$ cat src/sv/assert_macros.svh
// Assertion macros shared by the keyboard matrix RTL.
`ifndef ASSERT_MACROS_SVH
`define ASSERT_MACROS_SVH

// Check a property on every rising clock edge outside reset.
`define AKM_ASSERT(lbl, prop, msg) \
   lbl: assert property (@(posedge clock) disable iff (reset) (prop)) else $error(msg);

// Check that one condition implies another on the following edge.
`define AKM_ASSERT_NEXT(lbl, ante, cons, msg) \
   lbl: assert property (@(posedge clock) disable iff (reset) (ante) |=> (cons)) \
      else $error(msg);

`endif

$ cat src/sv/akm_pkg.sv
// Shared types, constants and the character table of the keyboard matrix.
`timescale 1ns / 1ps

package akm_pkg;

   localparam int unsigned NUM_ROWS  = 16;
   localparam int unsigned ROW_BITS  = 4;
   localparam int unsigned COL_BITS  = 3;
   localparam int unsigned ROW_WIDTH = 8;

   localparam logic [ROW_BITS-1:0]  SHIFT_ROW = 4'd6;
   localparam logic [COL_BITS-1:0]  SHIFT_COL = 3'd0;
   localparam logic [ROW_BITS-1:0]  SPACE_ROW = 4'd8;
   localparam logic [COL_BITS-1:0]  SPACE_COL = 3'd0;
   localparam logic [ROW_WIDTH-1:0] ROW_IDLE  = 8'hFF;

   localparam logic [7:0] UPPER_FIRST = 8'd65;
   localparam logic [7:0] UPPER_LAST  = 8'd90;
   localparam logic [6:0] CASE_BIT    = 7'h20;

   typedef enum logic [1:0] {
      OP_SELECT = 2'd0,
      OP_READ   = 2'd1,
      OP_EVENT  = 2'd2,
      OP_NONE   = 2'd3
   } op_type;

   typedef logic [ROW_WIDTH-1:0] row_type;

   typedef struct packed {
      logic [ROW_BITS-1:0] row;
      logic [COL_BITS-1:0] col;
      logic                shift;
   } key_loc_type;

   function automatic key_loc_type key_at(logic [ROW_BITS-1:0] row,
                                          logic [COL_BITS-1:0] col,
                                          logic shift);
      key_loc_type loc;
      loc.row   = row;
      loc.col   = col;
      loc.shift = shift;
      return loc;
   endfunction

   // Position of a 7-bit character; unlisted codes land on space.
   function automatic key_loc_type char_map(logic [6:0] ch);
      key_loc_type loc;
      unique case (ch)
         7'h37: loc = key_at(4'd0, 3'd7, 1'b0);
         7'h26: loc = key_at(4'd0, 3'd7, 1'b1);
         7'h36: loc = key_at(4'd0, 3'd6, 1'b0);
         7'h5E: loc = key_at(4'd0, 3'd6, 1'b1);
         7'h35: loc = key_at(4'd0, 3'd5, 1'b0);
         7'h25: loc = key_at(4'd0, 3'd5, 1'b1);
         7'h34: loc = key_at(4'd0, 3'd4, 1'b0);
         7'h24: loc = key_at(4'd0, 3'd4, 1'b1);
         7'h33: loc = key_at(4'd0, 3'd3, 1'b0);
         7'h23: loc = key_at(4'd0, 3'd3, 1'b1);
         7'h32: loc = key_at(4'd0, 3'd2, 1'b0);
         7'h40: loc = key_at(4'd0, 3'd2, 1'b1);
         7'h31: loc = key_at(4'd0, 3'd1, 1'b0);
         7'h21: loc = key_at(4'd0, 3'd1, 1'b1);
         7'h30: loc = key_at(4'd0, 3'd0, 1'b0);
         7'h29: loc = key_at(4'd0, 3'd0, 1'b1);
         7'h3B: loc = key_at(4'd1, 3'd7, 1'b0);
         7'h3A: loc = key_at(4'd1, 3'd7, 1'b1);
         7'h5C: loc = key_at(4'd1, 3'd4, 1'b0);
         7'h7C: loc = key_at(4'd1, 3'd4, 1'b1);
         7'h3D: loc = key_at(4'd1, 3'd3, 1'b0);
         7'h2B: loc = key_at(4'd1, 3'd3, 1'b1);
         7'h2D: loc = key_at(4'd1, 3'd2, 1'b0);
         7'h5F: loc = key_at(4'd1, 3'd2, 1'b1);
         7'h39: loc = key_at(4'd1, 3'd1, 1'b0);
         7'h28: loc = key_at(4'd1, 3'd1, 1'b1);
         7'h38: loc = key_at(4'd1, 3'd0, 1'b0);
         7'h2A: loc = key_at(4'd1, 3'd0, 1'b1);
         7'h62: loc = key_at(4'd2, 3'd7, 1'b0);
         7'h61: loc = key_at(4'd2, 3'd6, 1'b0);
         7'h2F: loc = key_at(4'd2, 3'd4, 1'b0);
         7'h3F: loc = key_at(4'd2, 3'd4, 1'b1);
         7'h2E: loc = key_at(4'd2, 3'd3, 1'b0);
         7'h3E: loc = key_at(4'd2, 3'd3, 1'b1);
         7'h2C: loc = key_at(4'd2, 3'd2, 1'b0);
         7'h3C: loc = key_at(4'd2, 3'd2, 1'b1);
         7'h60: loc = key_at(4'd2, 3'd1, 1'b0);
         7'h7E: loc = key_at(4'd2, 3'd1, 1'b1);
         7'h27: loc = key_at(4'd2, 3'd0, 1'b0);
         7'h22: loc = key_at(4'd2, 3'd0, 1'b1);
         7'h6A: loc = key_at(4'd3, 3'd7, 1'b0);
         7'h69: loc = key_at(4'd3, 3'd6, 1'b0);
         7'h68: loc = key_at(4'd3, 3'd5, 1'b0);
         7'h67: loc = key_at(4'd3, 3'd4, 1'b0);
         7'h66: loc = key_at(4'd3, 3'd3, 1'b0);
         7'h65: loc = key_at(4'd3, 3'd2, 1'b0);
         7'h64: loc = key_at(4'd3, 3'd1, 1'b0);
         7'h63: loc = key_at(4'd3, 3'd0, 1'b0);
         7'h72: loc = key_at(4'd4, 3'd7, 1'b0);
         7'h71: loc = key_at(4'd4, 3'd6, 1'b0);
         7'h70: loc = key_at(4'd4, 3'd5, 1'b0);
         7'h6F: loc = key_at(4'd4, 3'd4, 1'b0);
         7'h6E: loc = key_at(4'd4, 3'd3, 1'b0);
         7'h6D: loc = key_at(4'd4, 3'd2, 1'b0);
         7'h6C: loc = key_at(4'd4, 3'd1, 1'b0);
         7'h6B: loc = key_at(4'd4, 3'd0, 1'b0);
         7'h7A: loc = key_at(4'd5, 3'd7, 1'b0);
         7'h79: loc = key_at(4'd5, 3'd6, 1'b0);
         7'h78: loc = key_at(4'd5, 3'd5, 1'b0);
         7'h77: loc = key_at(4'd5, 3'd4, 1'b0);
         7'h76: loc = key_at(4'd5, 3'd3, 1'b0);
         7'h75: loc = key_at(4'd5, 3'd2, 1'b0);
         7'h74: loc = key_at(4'd5, 3'd1, 1'b0);
         7'h73: loc = key_at(4'd5, 3'd0, 1'b0);
         7'h0A: loc = key_at(4'd7, 3'd7, 1'b0);
         7'h09: loc = key_at(4'd7, 3'd3, 1'b0);
         default: loc = key_at(SPACE_ROW, SPACE_COL, 1'b0);
      endcase
      return loc;
   endfunction

endpackage

$ cat src/sv/akm_key_decode.sv
// Maps an ASCII byte to its matrix row, column and shift need.
`timescale 1ns / 1ps

module akm_key_decode
   import akm_pkg::*;
(
   input  logic [7:0]  value,
   output key_loc_type loc
);

   logic       upper;
   logic [6:0] folded;
   key_loc_type mapped;

   assign upper  = (value >= UPPER_FIRST) && (value <= UPPER_LAST);
   // fold capitals onto the lower-case entries
   assign folded = upper ? (value[6:0] | CASE_BIT) : value[6:0];
   assign mapped = char_map(folded);

   always_comb begin
      if (value[7]) begin
         loc = key_at(SPACE_ROW, SPACE_COL, 1'b0);
      end else begin
         loc       = mapped;
         loc.shift = mapped.shift | upper;
      end
   end

endmodule

$ cat src/sv/ascii_keyboard_matrix_top.sv
// Top level of the ASCII keyboard matrix: request register, matrix and response register.
`timescale 1ns / 1ps
// Keeps a 16-row by 8-column active-low key matrix and a selected row.
// Request channel (req_valid / req_stall): one word per item carrying
// req_operation, req_value and req_key_down. Operations: select row (low
// four bits of value), read selected row, ASCII key event (press or
// release, with shift for capitals and shifted symbols), and a no-op code.
// Response channel (rsp_valid / rsp_stall): one word, rsp_row_data, for
// each read and nothing for the other operations.
// Throughput: one request per cycle while req_stall is low. A request lands
// in the input register on acceptance and is executed from there by the single
// table lookup and row update once it can advance; a read response passes
// through the input register and then the response register, which shows it.
// A stalled response holds in the response register; the input register
// keeps taking requests until a second read waits behind it, then
// req_stall rises. Non-read requests keep flowing past a stalled response.
// Reset (synchronous, active high) releases every key, selects row 0 and
// empties both registers.

module ascii_keyboard_matrix_top
   import akm_pkg::*;
(
   input  logic       clock,
   input  logic       reset,
   input  logic       req_valid,
   output logic       req_stall,
   input  logic [1:0] req_operation,
   input  logic [7:0] req_value,
   input  logic       req_key_down,
   output logic       rsp_valid,
   input  logic       rsp_stall,
   output logic [7:0] rsp_row_data
);

`include "assert_macros.svh"

   logic                s1_valid_ff, s1_valid_in;
   op_type              s1_op_ff;
   logic [7:0]          s1_value_ff;
   logic                s1_key_down_ff;
   logic                req_accept;
   logic                s1_advance;
   logic                out_free;

   row_type             key_matrix_ff [NUM_ROWS];
   row_type             key_matrix_in [NUM_ROWS];
   logic [ROW_BITS-1:0] sel_row_ff, sel_row_in;
   row_type             cur_row;

   logic                rsp_valid_ff, rsp_valid_in;
   row_type             rsp_row_data_ff, rsp_row_data_in;

   logic                do_select, do_read, do_event;
   key_loc_type         loc;

   akm_key_decode u_decode (
      .value (s1_value_ff),
      .loc   (loc)
   );

   assign out_free   = !rsp_valid_ff || !rsp_stall;
   assign s1_advance = s1_valid_ff && ((s1_op_ff != OP_READ) || out_free);
   assign req_stall  = s1_valid_ff && !s1_advance;
   assign req_accept = req_valid && !req_stall;
   assign s1_valid_in = req_accept || (s1_valid_ff && !s1_advance);

   always_comb begin
      do_select = 1'b0;
      do_read   = 1'b0;
      do_event  = 1'b0;
      unique case (s1_op_ff)
         OP_SELECT: do_select = s1_advance;
         OP_READ:   do_read   = s1_advance;
         OP_EVENT:  do_event  = s1_advance;
         OP_NONE:   ;
      endcase
   end

   assign cur_row    = key_matrix_ff[sel_row_ff];
   assign sel_row_in = do_select ? s1_value_ff[ROW_BITS-1:0] : sel_row_ff;

   // Clear on press, set on release; shift follows when the character needs it.
   always_comb begin
      for (int r = 0; r < NUM_ROWS; r++) begin
         row_type mask;
         mask = '0;
         if (loc.row == ROW_BITS'(r)) begin
            mask[loc.col] = 1'b1;
         end
         if (loc.shift && (SHIFT_ROW == ROW_BITS'(r))) begin
            mask[SHIFT_COL] = 1'b1;
         end
         if (!do_event) begin
            key_matrix_in[r] = key_matrix_ff[r];
         end else if (s1_key_down_ff) begin
            key_matrix_in[r] = key_matrix_ff[r] & ~mask;
         end else begin
            key_matrix_in[r] = key_matrix_ff[r] | mask;
         end
      end
   end

   assign rsp_valid_in    = do_read || (rsp_valid_ff && rsp_stall);
   assign rsp_row_data_in = do_read ? cur_row : rsp_row_data_ff;

   always_ff @(posedge clock) begin
      if (reset) begin
         s1_valid_ff  <= 1'b0;
         rsp_valid_ff <= 1'b0;
         sel_row_ff   <= '0;
         for (int r = 0; r < NUM_ROWS; r++) begin
            key_matrix_ff[r] <= ROW_IDLE;
         end
      end else begin
         s1_valid_ff  <= s1_valid_in;
         rsp_valid_ff <= rsp_valid_in;
         sel_row_ff   <= sel_row_in;
         for (int r = 0; r < NUM_ROWS; r++) begin
            key_matrix_ff[r] <= key_matrix_in[r];
         end
      end
   end

   always_ff @(posedge clock) begin
      if (req_accept) begin
         s1_op_ff       <= op_type'(req_operation);
         s1_value_ff    <= req_value;
         s1_key_down_ff <= req_key_down;
      end
      rsp_row_data_ff <= rsp_row_data_in;
   end

   assign rsp_valid    = rsp_valid_ff;
   assign rsp_row_data = rsp_row_data_ff;

   `AKM_ASSERT(a_stall_only_when_held,
      !req_stall || (s1_valid_ff && s1_op_ff == OP_READ),
      "request stalled without a waiting read")
   `AKM_ASSERT_NEXT(a_select_loads_row, do_select,
      sel_row_ff == $past(s1_value_ff[ROW_BITS-1:0]), "row select not stored")
   `AKM_ASSERT_NEXT(a_read_loads_rsp, do_read,
      rsp_valid_ff && (rsp_row_data_ff == $past(cur_row)), "read did not load the response")
   `AKM_ASSERT_NEXT(a_shift_press, do_event && loc.shift && s1_key_down_ff,
      !key_matrix_ff[SHIFT_ROW][SHIFT_COL], "shift not pressed with a shifted character")

endmodule
$ cat config.mk
export PLATFORM = sky130hd
export DESIGN_NAME = ascii_keyboard_matrix_top
export DESIGN_NICKNAME = d
export VERILOG_FILES = /design/src/sv/akm_pkg.sv /design/src/sv/akm_key_decode.sv /design/src/sv/ascii_keyboard_matrix_top.sv
export VERILOG_INCLUDE_DIRS = /design/src /design/src/sv
export SDC_FILE = /design/constraint.sdc
export NUM_CORES = 1
export LEC_CHECK = 0
export ABC_AREA = 1
export BUFFER_PORTS_ARGS = -buffer_cell sky130_fd_sc_hd__buf_2
export CAP_MARGIN = 20
export CORE_MARGIN = 2
export CORE_UTILIZATION = 55
export CTS_CLUSTER_DIAMETER = 30
export DETAILED_ROUTE_END_ITERATION = 8
export GPL_TIMING_DRIVEN = 0
export HOLD_SLACK_MARGIN = 0.1
export PLACE_DENSITY = 0.71
export SYNTH_ARGS = -nofsm -noshare
export SYNTH_HDL_FRONTEND = slang
export SYNTH_SLANG_ARGS = --single-unit
$ cat constraint.sdc
create_clock -name clock -period 6 [get_ports clock]
set_input_delay 0.9 -clock clock [delete_from_list [all_inputs] [get_ports clock]]
set_output_delay 0.9 -clock clock [all_outputs]
set_load 0.01 [all_outputs]
==> impl_metrics.tcl <==
set metrics [dict create \
    grt_pass1_wl_mm 35.94 \
    fmax_mhz 332.2 \
    fp.dieW_um 120.3 \
    die_y_um 120.3 \
    path_cells "inv_1, ha_1, nand2_1, nor3_1, nand3_2, nand2_1, nor2_1, nor2_1, nand2_1, nor2_2, nand2_1, nand2_1, nand3_1" \
    period_minus_slack_ns 3.010 \
    max-vdd-ir-drop_v 0.0002275 \
    synthCells 1020 \
    post_cts.repair.setup_buffers 0 \
    synth-edff-count 19 \
    start_util_pct 56.14 \
    maxSlewViolCount 0 \
    ioPinCount 25 \
    p_leak_nw 3.645 \
    grt_pass1_vias 6765 \
    holdBufCountCts 0 \
    rows 42 \
    r2r_start "s1_value_ff[0]$_DFFE_PP_" \
    period_share_pct 50.17 \
    grt_usage_pct 32.48 \
    die-area_um2 14460 \
    outcome "finished, final reports clean" \
    core_area_um2 13240 \
    firstDrtPassIters 7 \
    slew-limit-headroom_pct 31.99 \
    r2r_setup_slack_ns 2.99 \
    worstPathArrival_ns 3.31 \
    syn2layout_area_growth_pct 12.15 \
    whs_path_depth 2 \
    path_max_fanout 11 \
    stdcell_count 1252 \
    powerDensity_nw_per_um2 274.3 \
    cts_buffer_depth 2 \
    synth_area_leaders "dfxtp_1 (36%), nand3_1 (13%), nand2_1 (13%), edfxtp_1 (7.7%), o21ai_0 (5.4%)" \
    power_mw 2.287 \
    syn_area_per_cell_um2 7.289 \
    drive_gt1_share_pct 12.55 \
    ctsResizeCount 0 \
    grt-ovfl-total 0 \
    dpl.hpwl_mm 15.67 \
    place_inst 1220 \
    io_buffer_count 24 \
    num_vias 7274 \
    viasPerCell 5.810 \
    cts_tree "yes" \
    antenna_found_initial 0 \
    hp-class "reg -> reg" \
    path_clk_slew_ns 0.07 \
    r2r_cells 13 \
    finalSetupViolCount 0 \
    drc 0 \
    clk_latency_ns 0.43 \
    tightest_slew_ns 1.020 \
    hold_viol 0 \
    cp_slowest_cell "edfxtp_1" \
    num_antenna_cells 0 \
    crit_path_end_kind "flip-flop" \
    gp_congestion 0.9527 \
    synth.ff_latch_count 153 \
    syn-cell-area_um2 7435 \
    cp_slowest_stage_delay_ns 0.58 \
    drt-initial-drc-count 823 \
    cts_root_buffer "clkbuf_16" \
    hold_ws_ns 0.4198 \
    rsz0062_at_grt "no" \
    yosysTopAreaCell "dfxtp_1" \
    critical_path_class "reg -> reg" \
    ys_types 37 \
    synthArstFlopShare_pct 0 \
    drtAntennaViolNets 0 \
    synth_warnings 0 \
    fin_setup_tns_ns 0 \
    numCtsBuffers 17 \
    wl_per_cell_um 17.98 \
    syn-num-nets 1041 \
    grt_start_max_net_pins 17 \
    finalClockSkew_ns 0.01240 \
    required_ns 6.30 \
    wl_mm 22.52 \
    synth.top_cell.area_share_pct 36.08 \
    htree_levels 4 \
    cts_sinks 153 \
    start_kind "flip-flop" \
    synth_flop_cell "dfxtp_1" \
    final_nets 1084 \
    max_cap_viol_count 0 \
    crit_path_frequent_cell "nand2_1" \
    synth.yosys.seq_area_share_pct 43.76 \
]
-- routing by layer --
| metal | up-vias | global-route usage, % | share of wire [%] | wire (um) |
|---|---|---|---|---|
| met5 | - | 0 | 0 | 0 |
| met4 | 0 | 11.19 | 3.1 | 690 |
| met3 | 49 | 7.075 | 8.9 | 2012 |
| met2 | 339 | 51.63 | 45 | 10100 |
| met1 | 3405 | 43.88 | 43 | 9712 |
| li1 | 3481 | - | - | - |
-- report_power, final --
part	total, mW	internal (mW)	switching [mW]
Clock	1.04	0.587	0.450
Sequential	1.05	1.04	0.00683
Combinational	0.199	0.0512	0.148
-- how the worst max path moves through the flow --
stage	from	to	slack, ns	cells after the start
2_1_floorplan	s1_value_ff[0]$_DFFE_PP_	flip-flop	3.60	15
3_3_place_gp	s1_value_ff[0]$_DFFE_PP_	flip-flop	3.03	16
3_5_place_dp	s1_value_ff[0]$_DFFE_PP_	flip-flop	3.05	13
4_1_cts	s1_value_ff[0]$_DFFE_PP_	flip-flop	3.01	13
5_1_grt	s1_value_ff[0]$_DFFE_PP_	flip-flop	2.66	14
6_report	s1_value_ff[0]$_DFFE_PP_	flip-flop	2.99	13
-- cells in the final DEF (no fill, tap or decap), drive strengths merged --
cell type and count:
buf 51, nand3 204, ha 6, o22ai 2
a22oi 1, nor2 76, nand4 2, edfxtp 19
inv 63, nor4 1, clkinvlp 2, nand2 264
o221ai 9, a31oi 1, a21oi 42, o21ai 80
bufinv 1, o211ai 18, a21boi 1, nor3 4
or2 23, clkbuf 63, clkinv 9, dfxtp 134
-- cell families after synthesis --
| logic type | share of synthesized area, % |
|---|---|
| adders and majority gates | 1.010 |
| AOI/OAI and AO/OA | 11.60 |
| and+or+nand+nor | 35.59 |
| buffers and inverters | 8.044 |
| DFF | 43.76 |
-- cell usage after synthesis (9+ instances only) --
library cell / number
dfxtp_1: 134
nand3_1: 199
buf_2: 10
edfxtp_1: 19
clkbuf_1: 43
a21oi_1: 41
o221ai_1: 9
inv_1: 55
or2_2: 23
nor2_4: 10
buf_4: 10
o211ai_1: 18
o21ai_0: 80
nand2_1: 261
nor2_1: 61
-- metrics by stage --
stage / worst slack [ns] / util (%) / instance area (um2)
after global routing: 2.656 / 62.96 / 8338
final: 2.990 / 62.96 / 8338
after detailed placement: 3.052 / 58.71 / 7775
after CTS: 3.014 / 62.96 / 8338
after floorplan: 3.595 / - / 7435
after global placement: 3.027 / 58.71 / 7775
-- layout make-up --
cell class | count | area (um2)
Tap cell | 176 | 220.2
Timing Repair Buffer | 24 | 120.1
Clock buffer | 20 | 446.7
Buffer | 70 | 357.8
Sequential cell | 153 | 3253
Multi-Input combinational cell | 734 | 3583
Clock inverter | 12 | 116.4
Fill cell | 1258 | 4905
Inverter | 63 | 240.2
-- critical path, delay by kind of cell (launching register included) --
family | cells | cell delay [ns]
adder cells (fa/ha/maj) | 1 | 0.36
buffers and inverters | 1 | 0.16
flip-flops | 1 | 0.58
AND/OR/NAND/NOR | 11 | 1.76
Power figures use the tool's default switching activity.
